**config.mk**
```make
export PLATFORM = sky130hd
export DESIGN_NAME = websocket_frame_decoder
export DESIGN_NICKNAME = d
export VERILOG_FILES = /design/src/rtl/wsfd_pkg.sv /design/src/rtl/websocket_frame_decoder.sv /design/src/rtl/wsfd_in_stage.sv /design/src/rtl/wsfd_parser.sv /design/src/rtl/wsfd_out_stage.sv
export VERILOG_INCLUDE_DIRS = /design/src /design/src/rtl
export SDC_FILE = /design/constraint.sdc
export NUM_CORES = 1
export LEC_CHECK = 0
export ABC_AREA = 0
export BUFFER_PORTS_ARGS = -buffer_cell sky130_fd_sc_hd__buf_2
export CAP_MARGIN = 10
export CORE_MARGIN = 3
export CORE_UTILIZATION = 25
export CTS_BUF_LIST = sky130_fd_sc_hd__clkbuf_8
export DETAILED_ROUTE_END_ITERATION = 6
export PLACE_DENSITY = 0.5
export REMOVE_ABC_BUFFERS = 1
export SYNTH_ARGS = -nofsm -noshare
export SYNTH_HDL_FRONTEND = slang
export SYNTH_SLANG_ARGS = --single-unit
```
**constraint.sdc**
```tcl
create_clock -name clk -period 8.3 [get_ports clk]
set_input_delay 0.83 -clock clk [delete_from_list [all_inputs] [get_ports clk]]
set_output_delay 0.83 -clock clk [all_outputs]
set_load 0.01 [all_outputs]
```
**src/rtl/websocket_frame_decoder_defines.svh**
```systemverilog
// ----------------------------------------------------------------------------
// WebSocket frame decoder assertion macros
// Concurrent check wrappers used by the decoder parser.
// ----------------------------------------------------------------------------
`ifndef WEBSOCKET_FRAME_DECODER_DEFINES_SVH
`define WEBSOCKET_FRAME_DECODER_DEFINES_SVH

`ifndef ASSERT_OFF
// prop must hold at every rising clock edge outside reset
`define WSFD_ASSERT(label, clk, rst_n, prop, msg) \
    label: assert property (@(posedge clk) disable iff (!rst_n) prop) else $error(msg);
// cond must never be true outside reset
`define WSFD_ASSERT_NEVER(label, clk, rst_n, cond, msg) \
    label: assert property (@(posedge clk) disable iff (!rst_n) !(cond)) else $error(msg);
`else
`define WSFD_ASSERT(label, clk, rst_n, prop, msg)
`define WSFD_ASSERT_NEVER(label, clk, rst_n, cond, msg)
`endif

`endif

```
**src/rtl/wsfd_pkg.sv**
```systemverilog
// ----------------------------------------------------------------------------
// WebSocket frame decoder package
// Opcodes, length codes and the result word shared by the decoder modules.
// ----------------------------------------------------------------------------
package wsfd_pkg;

    localparam logic [3:0] OP_TEXT = 4'h1;
    localparam logic [3:0] OP_PING = 4'h9;

    localparam logic [6:0] LEN_CODE_16 = 7'd126;
    localparam logic [6:0] LEN_CODE_64 = 7'd127;

    // remaining-count preset for the extended length byte counter
    localparam logic [2:0] EXT_CNT_16 = 3'd1;
    localparam logic [2:0] EXT_CNT_64 = 3'd7;

    typedef struct packed {
        logic [7:0] payload_byte;
        logic       frame_kind;
        logic       empty_frame;
        logic       last_in_frame;
    } res_t;

endpackage

```
**src/rtl/websocket_frame_decoder.sv**
```systemverilog
// ----------------------------------------------------------------------------
// WebSocket frame decoder
// Byte-serial frame parser: emits unmasked payload of final text frames and all
// ping frames, with an empty marker for zero-length frames of those kinds.
//
//   channel | signals                                   | direction
//   --------+-------------------------------------------+----------
//   in      | in_valid, in_stall, rx_byte               | word in
//   out     | out_valid, out_stall, payload_byte,       | word out
//           | frame_kind, empty_frame, last_in_frame    |
//
// One byte per clock while out_stall is low; a byte is registered, then its result.
// The cycle is set by the 64-bit payload length decrement and zero check.
// Reset is asynchronous; the block takes bytes right after it, no clearing.
// out_stall reaches in_stall in the same cycle once both registers are full.
// ----------------------------------------------------------------------------
module websocket_frame_decoder (
    input  logic       clk,
    input  logic       rst_n,
    input  logic       in_valid,
    output logic       in_stall,
    input  logic [7:0] rx_byte,
    output logic       out_valid,
    input  logic       out_stall,
    output logic [7:0] payload_byte,
    output logic       frame_kind,
    output logic       empty_frame,
    output logic       last_in_frame
);
    import wsfd_pkg::*;

    logic       free;
    logic       step;
    logic [7:0] byte_q;
    logic       res_valid;
    res_t       res;
    res_t       out_res;

    wsfd_in_stage u_in_stage (
        .clk      (clk),
        .rst_n    (rst_n),
        .in_valid (in_valid),
        .in_stall (in_stall),
        .rx_byte  (rx_byte),
        .free     (free),
        .step     (step),
        .byte_q   (byte_q)
    );

    wsfd_parser u_parser (
        .clk       (clk),
        .rst_n     (rst_n),
        .step      (step),
        .byte_q    (byte_q),
        .res_valid (res_valid),
        .res       (res)
    );

    wsfd_out_stage u_out_stage (
        .clk       (clk),
        .rst_n     (rst_n),
        .res_valid (res_valid),
        .res       (res),
        .free      (free),
        .out_valid (out_valid),
        .out_stall (out_stall),
        .out_res   (out_res)
    );

    assign payload_byte  = out_res.payload_byte;
    assign frame_kind    = out_res.frame_kind;
    assign empty_frame   = out_res.empty_frame;
    assign last_in_frame = out_res.last_in_frame;

endmodule

```
**src/rtl/wsfd_in_stage.sv**
```systemverilog
// ----------------------------------------------------------------------------
// WebSocket frame decoder input stage
// Registers one received byte and holds it until the parser can step.
// ----------------------------------------------------------------------------
module wsfd_in_stage (
    input  logic       clk,
    input  logic       rst_n,
    input  logic       in_valid,
    output logic       in_stall,
    input  logic [7:0] rx_byte,
    input  logic       free,
    output logic       step,
    output logic [7:0] byte_q
);
    logic       valid_reg;
    logic       valid_next;
    logic [7:0] byte_reg;
    logic       accept;

    assign step     = valid_reg && free;
    assign in_stall = valid_reg && !free;
    assign accept   = in_valid && !in_stall;
    assign byte_q   = byte_reg;

    always_comb
    begin
        valid_next = valid_reg;
        if (accept)
        begin
            valid_next = 1'b1;
        end
        else if (step)
        begin
            valid_next = 1'b0;
        end
    end

    always_ff @(posedge clk or negedge rst_n)
    begin
        if (!rst_n)
        begin
            valid_reg <= 1'b0;
        end
        else
        begin
            valid_reg <= valid_next;
        end
    end

    always_ff @(posedge clk)
    begin
        if (accept)
        begin
            byte_reg <= rx_byte;
        end
    end

endmodule

```
**src/rtl/wsfd_parser.sv**
```systemverilog
// ----------------------------------------------------------------------------
// WebSocket frame decoder parser
// Header state machine, length counter and payload unmasking, one byte a step.
// ----------------------------------------------------------------------------
`include "websocket_frame_decoder_defines.svh"

module wsfd_parser (
    input  logic           clk,
    input  logic           rst_n,
    input  logic           step,
    input  logic [7:0]     byte_q,
    output logic           res_valid,
    output wsfd_pkg::res_t res
);
    import wsfd_pkg::*;

    localparam logic [2:0] PH_HDR0    = 3'd0;
    localparam logic [2:0] PH_HDR1    = 3'd1;
    localparam logic [2:0] PH_EXTLEN  = 3'd2;
    localparam logic [2:0] PH_KEY     = 3'd3;
    localparam logic [2:0] PH_PAYLOAD = 3'd4;

    logic [2:0]  phase_reg,  phase_next;
    logic        fin_reg,    fin_next;
    logic [3:0]  op_reg,     op_next;
    logic        masked_reg, masked_next;
    logic [2:0]  ext_cnt_reg, ext_cnt_next;
    logic [63:0] rem_reg,    rem_next;
    logic [31:0] key_reg,    key_next;
    logic [1:0]  kidx_reg,   kidx_next;

    logic        emits;
    logic        rem_is_one;

    assign emits      = ((op_reg == OP_TEXT) && fin_reg) || (op_reg == OP_PING);
    assign rem_is_one = (rem_reg == 64'd1);

    always_comb
    begin
        logic        len_done;
        logic        len_masked;
        logic [63:0] len_rem;
        logic        hdr_done;
        logic [63:0] hdr_rem;
        logic [63:0] shifted_rem;
        logic [7:0]  kb;

        phase_next   = phase_reg;
        fin_next     = fin_reg;
        op_next      = op_reg;
        masked_next  = masked_reg;
        ext_cnt_next = ext_cnt_reg;
        rem_next     = rem_reg;
        key_next     = key_reg;
        kidx_next    = kidx_reg;
        res_valid    = 1'b0;
        res          = '0;
        len_done     = 1'b0;
        len_masked   = masked_reg;
        len_rem      = rem_reg;
        hdr_done     = 1'b0;
        hdr_rem      = rem_reg;
        shifted_rem  = {rem_reg[55:0], byte_q};

        case (kidx_reg)
            2'd0:    kb = key_reg[31:24];
            2'd1:    kb = key_reg[23:16];
            2'd2:    kb = key_reg[15:8];
            default: kb = key_reg[7:0];
        endcase

        if (step)
        begin
            unique case (phase_reg)
                PH_HDR0:
                begin
                    fin_next   = byte_q[7];
                    op_next    = byte_q[3:0];
                    phase_next = PH_HDR1;
                end
                PH_HDR1:
                begin
                    masked_next = byte_q[7];
                    key_next    = '0;
                    rem_next    = '0;
                    if (byte_q[6:0] == LEN_CODE_16)
                    begin
                        ext_cnt_next = EXT_CNT_16;
                        phase_next   = PH_EXTLEN;
                    end
                    else if (byte_q[6:0] == LEN_CODE_64)
                    begin
                        ext_cnt_next = EXT_CNT_64;
                        phase_next   = PH_EXTLEN;
                    end
                    else
                    begin
                        ext_cnt_next = '0;
                        rem_next     = {57'd0, byte_q[6:0]};
                        len_done     = 1'b1;
                        len_masked   = byte_q[7];
                        len_rem      = {57'd0, byte_q[6:0]};
                    end
                end
                PH_EXTLEN:
                begin
                    rem_next = shifted_rem;
                    if (ext_cnt_reg == '0)
                    begin
                        len_done = 1'b1;
                        len_rem  = shifted_rem;
                    end
                    else
                    begin
                        ext_cnt_next = ext_cnt_reg - 3'd1;
                    end
                end
                PH_KEY:
                begin
                    key_next = {key_reg[23:0], byte_q};
                    if (kidx_reg == 2'd3)
                    begin
                        hdr_done = 1'b1;
                    end
                    else
                    begin
                        kidx_next = kidx_reg + 2'd1;
                    end
                end
                PH_PAYLOAD:
                begin
                    kidx_next = kidx_reg + 2'd1;
                    rem_next  = rem_reg - 64'd1;
                    if (rem_is_one)
                    begin
                        phase_next = PH_HDR0;
                    end
                    if (emits)
                    begin
                        res_valid         = 1'b1;
                        res.payload_byte  = byte_q ^ kb;
                        res.frame_kind    = (op_reg == OP_PING);
                        res.last_in_frame = rem_is_one;
                    end
                end
                default:
                begin
                    phase_next = PH_HDR0;
                end
            endcase

            // length known: key bytes follow when masked
            if (len_done)
            begin
                if (len_masked)
                begin
                    kidx_next  = '0;
                    phase_next = PH_KEY;
                end
                else
                begin
                    hdr_done = 1'b1;
                    hdr_rem  = len_rem;
                end
            end

            if (hdr_done)
            begin
                kidx_next = '0;
                if (hdr_rem != '0)
                begin
                    phase_next = PH_PAYLOAD;
                end
                else
                begin
                    phase_next = PH_HDR0;
                    if (emits)
                    begin
                        res_valid         = 1'b1;
                        res.frame_kind    = (op_reg == OP_PING);
                        res.empty_frame   = 1'b1;
                        res.last_in_frame = 1'b1;
                    end
                end
            end
        end
    end

    always_ff @(posedge clk or negedge rst_n)
    begin
        if (!rst_n)
        begin
            phase_reg   <= PH_HDR0;
            fin_reg     <= 1'b0;
            op_reg      <= '0;
            masked_reg  <= 1'b0;
            ext_cnt_reg <= '0;
            rem_reg     <= '0;
            key_reg     <= '0;
            kidx_reg    <= '0;
        end
        else
        begin
            phase_reg   <= phase_next;
            fin_reg     <= fin_next;
            op_reg      <= op_next;
            masked_reg  <= masked_next;
            ext_cnt_reg <= ext_cnt_next;
            rem_reg     <= rem_next;
            key_reg     <= key_next;
            kidx_reg    <= kidx_next;
        end
    end

    `WSFD_ASSERT(a_key_needs_mask, clk, rst_n, (phase_reg == PH_KEY) |-> masked_reg, "key phase in unmasked frame")
    `WSFD_ASSERT_NEVER(a_payload_nonzero, clk, rst_n, (phase_reg == PH_PAYLOAD) && (rem_reg == '0), "payload phase with zero length left")
    `WSFD_ASSERT(a_result_emits, clk, rst_n, res_valid |-> emits, "result from silent frame")
    `WSFD_ASSERT(a_empty_is_last, clk, rst_n, (res_valid && res.empty_frame) |-> res.last_in_frame, "empty marker not last")
    `WSFD_ASSERT(a_last_restarts, clk, rst_n, (res_valid && res.last_in_frame) |=> (phase_reg == PH_HDR0), "frame end without header restart")

endmodule

```
**src/rtl/wsfd_out_stage.sv**
```systemverilog
// ----------------------------------------------------------------------------
// WebSocket frame decoder output stage
// Result register; frees itself in the same cycle its word is taken.
// ----------------------------------------------------------------------------
module wsfd_out_stage (
    input  logic           clk,
    input  logic           rst_n,
    input  logic           res_valid,
    input  wsfd_pkg::res_t res,
    output logic           free,
    output logic           out_valid,
    input  logic           out_stall,
    output wsfd_pkg::res_t out_res
);
    import wsfd_pkg::*;

    logic valid_reg;
    logic valid_next;
    res_t res_reg;

    assign free      = !valid_reg || !out_stall;
    assign out_valid = valid_reg;
    assign out_res   = res_reg;

    always_comb
    begin
        valid_next = valid_reg;
        if (res_valid)
        begin
            valid_next = 1'b1;
        end
        else if (valid_reg && !out_stall)
        begin
            valid_next = 1'b0;
        end
    end

    always_ff @(posedge clk or negedge rst_n)
    begin
        if (!rst_n)
        begin
            valid_reg <= 1'b0;
        end
        else
        begin
            valid_reg <= valid_next;
        end
    end

    always_ff @(posedge clk)
    begin
        if (res_valid)
        begin
            res_reg <= res;
        end
    end

endmodule

```
==> impl_metrics.toml <==
[cts]
cts_hold_buf = 0
h-tree-depth = 4
clock_latency_ps = 460
cts_sinks = 131
cts_buffers = 17
cts_root_buf = "clkbuf_8"
clock_path_buffers = 2
cts_tree = "built"
clk_pin_slew_ps = 90
postCtsSetupRepairBufs = 0
cts_resized = 0

[floorplan]
die_w_um = 181
std_cell_rows = 63
dieArea_um2 = 32900
start_util = 0.257
ios = 25
core_um2 = 30000
die_h_um = 181

[route]
drc_errors = 0
drt_iter0_drc = 795
wirelength_um = 24300
vias_per_cell = 5.49
dr.pass1.iters = 6
antenna_left = 0
vias = 7188
wl_per_cell_um = 18.5

[synth]
ys_top_cells_by_area = "dfrtp_1, o21ai_0, edfxtp_1"
async_flop_share = 0.855
yosysWarnings = 0
synth_ff_type = "dfrtp_1"
synth_seq_area_share = 0.438
avgSynthCellArea_um2 = 8.29
synth_edf_count = 19
synth_top_area_frac = 0.364
yosys.area.top_type = "dfrtp_1"
synth_cells = 928
synth_area_um2 = 7690
ys_ff_latch = 131
synth_cell_types = 62

[min_path]
hold_class = "in -> async"

[pwr]
ir_drop_mv = 0.107
p_per_area_nw_per_um2 = 326
p_leak_uw = 0.00333

[critical_path]
slowest_delay_ps = 880
critPathCaptureType = "flop"
crit_fanout = 11
arrival_ps = 4160
cp-start-kind = "flop"
critical_path_buf_inv_count = 1
worstPathRequired_ps = 8370
cp_slowest_cell = "a21oi_1"
r2r_slack_ps = 4210
worstPathCellList = "inv_1 > ha_1 > nor2b_1 > nand4_1 > a222oi_1 > o211ai_1 > a21oi_1 > o2111ai_2 > a21oi_1"
critPathTopFamily = "compound AO/OA/AOI/OAI gates"
cp_common_cell = "a21oi_1"
path_class = "reg -> reg"

[global_route]
grt_max_degree = 67
grt_pass1_wl_um = 39500
first_global_vias = 6928
overflow = 0
grt.total_usage = 0.147
antenna_found_initial = 0

[layout]
antennaDiodeCount = 0
fin_nets = 930
mostFrequentLayoutCell = "o21ai_0"
area_growth_pct = 11.3
largest_reg_flops = 64
drive_above_1_share = 0.0957
utilization = 0.286
fillers = 3214
final_cell_mix = "o21ai_0, dfrtp_1, nand2_1"

[timing]
finalSetupViolations = 0
period_share = 0.493
tightest_slew_ps = 1150
slew_violations = 0
rsz0062_at_grt = "no"
min_period_ps = 4090
slew_headroom = 0.229
clock-skew-final_ps = 14.2
max_clock_freq_mhz = 245
final.setup.tns_ps = 0
final-hold-violation-count = 0

[placed_design]
dp_hpwl_um = 15800
gp_congestion = 0.882
io_buffer_count = 24

[run_status]
outcome = "finished clean"

[run]
cap_violations = 0
[final timing paths]
| kind | from | end | cells after the start |
|---|---|---|---|
| worst max-delay path | u_parser.ext_cnt_reg[0] | u_out_stage.out_res[1] | 9 |
| worst min-delay path | rst_n | u_parser.key_reg[17] | 1 |
| worst max register to register | u_parser.ext_cnt_reg[0] | u_out_stage.out_res[1] | 9 |
| worst min register to register | u_parser.ext_cnt_reg[0] | u_parser.ext_cnt_reg[0] | 1 |
| max in group asynchronous | rst_n | u_parser.rem_reg[25] | 2 |
| min in group clk | u_parser.ext_cnt_reg[0] | u_parser.ext_cnt_reg[0] | 1 |
[power by group]
group          internal, uW  total (uW)  switching [uW]
Sequential              806         994             188
Combinational           386        1140             758
Clock                   362         653             292
Total                  1550        2790            1240
[logic make-up (layout without fill, tap and decap cells)]
group                    Yosys count  count (layout)  share of synthesized area
multiplexers                       9               9                     0.0128
adder cells (fa/ha/maj)           11              11                     0.0179
AND/OR/NAND/NOR                  365             365                      0.230
AO/OA/AOI/OAI                    320             320                      0.249
buffers and inverters             83              75                     0.0415
XOR/XNOR                           9               9                     0.0102
flip-flops                       131             131                      0.438
[layout make-up]
class / count / area (um2) / area share
Inverter: 13 / 48.8 / 0.00570
Clock inverter: 15 / 229 / 0.0267
Timing Repair Buffer: 30 / 168 / 0.0196
Clock buffer: 17 / 234 / 0.0273
Multi-Input combinational cell: 714 / 4030 / 0.470
Tap cell: 390 / 488 / 0.0570
Sequential cell: 131 / 3370 / 0.394
[synth_stat cells (2+ instances only)]
cell	n
a211oi_1	3
a21oi_1	57
a221oi_1	2
a222oi_1	9
a22oi_1	36
a31oi_1	7
a32oi_1	11
a41oi_1	3
and2_1	6
and3_1	7
and4_1	2
buf_1	5
clkbuf_1	64
dfrtp_1	112
edfxtp_1	19
ha_1	11
inv_1	13
mux2_2	7
mux2i_1	2
nand2_1	111
nand2b_1	5
nand3_1	21
nand3b_1	3
nand4_1	8
nor2_1	95
nor2b_1	4
nor3_1	42
nor3b_1	4
nor4_1	26
nor4b_1	3
o211ai_1	3
o21a_1	3
o21ai_0	143
o21ai_1	19
o22a_1	2
o22ai_1	5
o2bb2ai_1	5
o31ai_1	2
or2_2	4
or3_1	9
or3b_2	2
or4_1	4
or4_4	2
xnor2_1	9
[through the flow]
| step | cells | instance area (um2) | hold WS (ps) | setup slack (ps) | total power (uW) |
|---|---|---|---|---|---|
| global placement | 1278 | 8100 | 464 | 4410 | 2140 |
| finish | 1310 | 8570 | 368 | 4210 | 2790 |
| floorplan | 858 | 7420 | 446 | 2120 | 1770 |
| CTS | 1310 | 8570 | 379 | 4240 | 2800 |
| global route | 1310 | 8570 | 407 | 3870 | 3000 |
| detailed placement | 1278 | 8100 | 473 | 4250 | 2140 |
[metal layers]
layer | vias up | GRT usage | wire [um]
li1 | 3391 | - | -
met1 | 3518 | 0.214 | 11500
met4 | 0 | 0.0414 | 417
met5 | - | 0 | 0
met3 | 35 | 0.0278 | 1520
met2 | 244 | 0.222 | 10800
(Power assumes the default switching activity.)
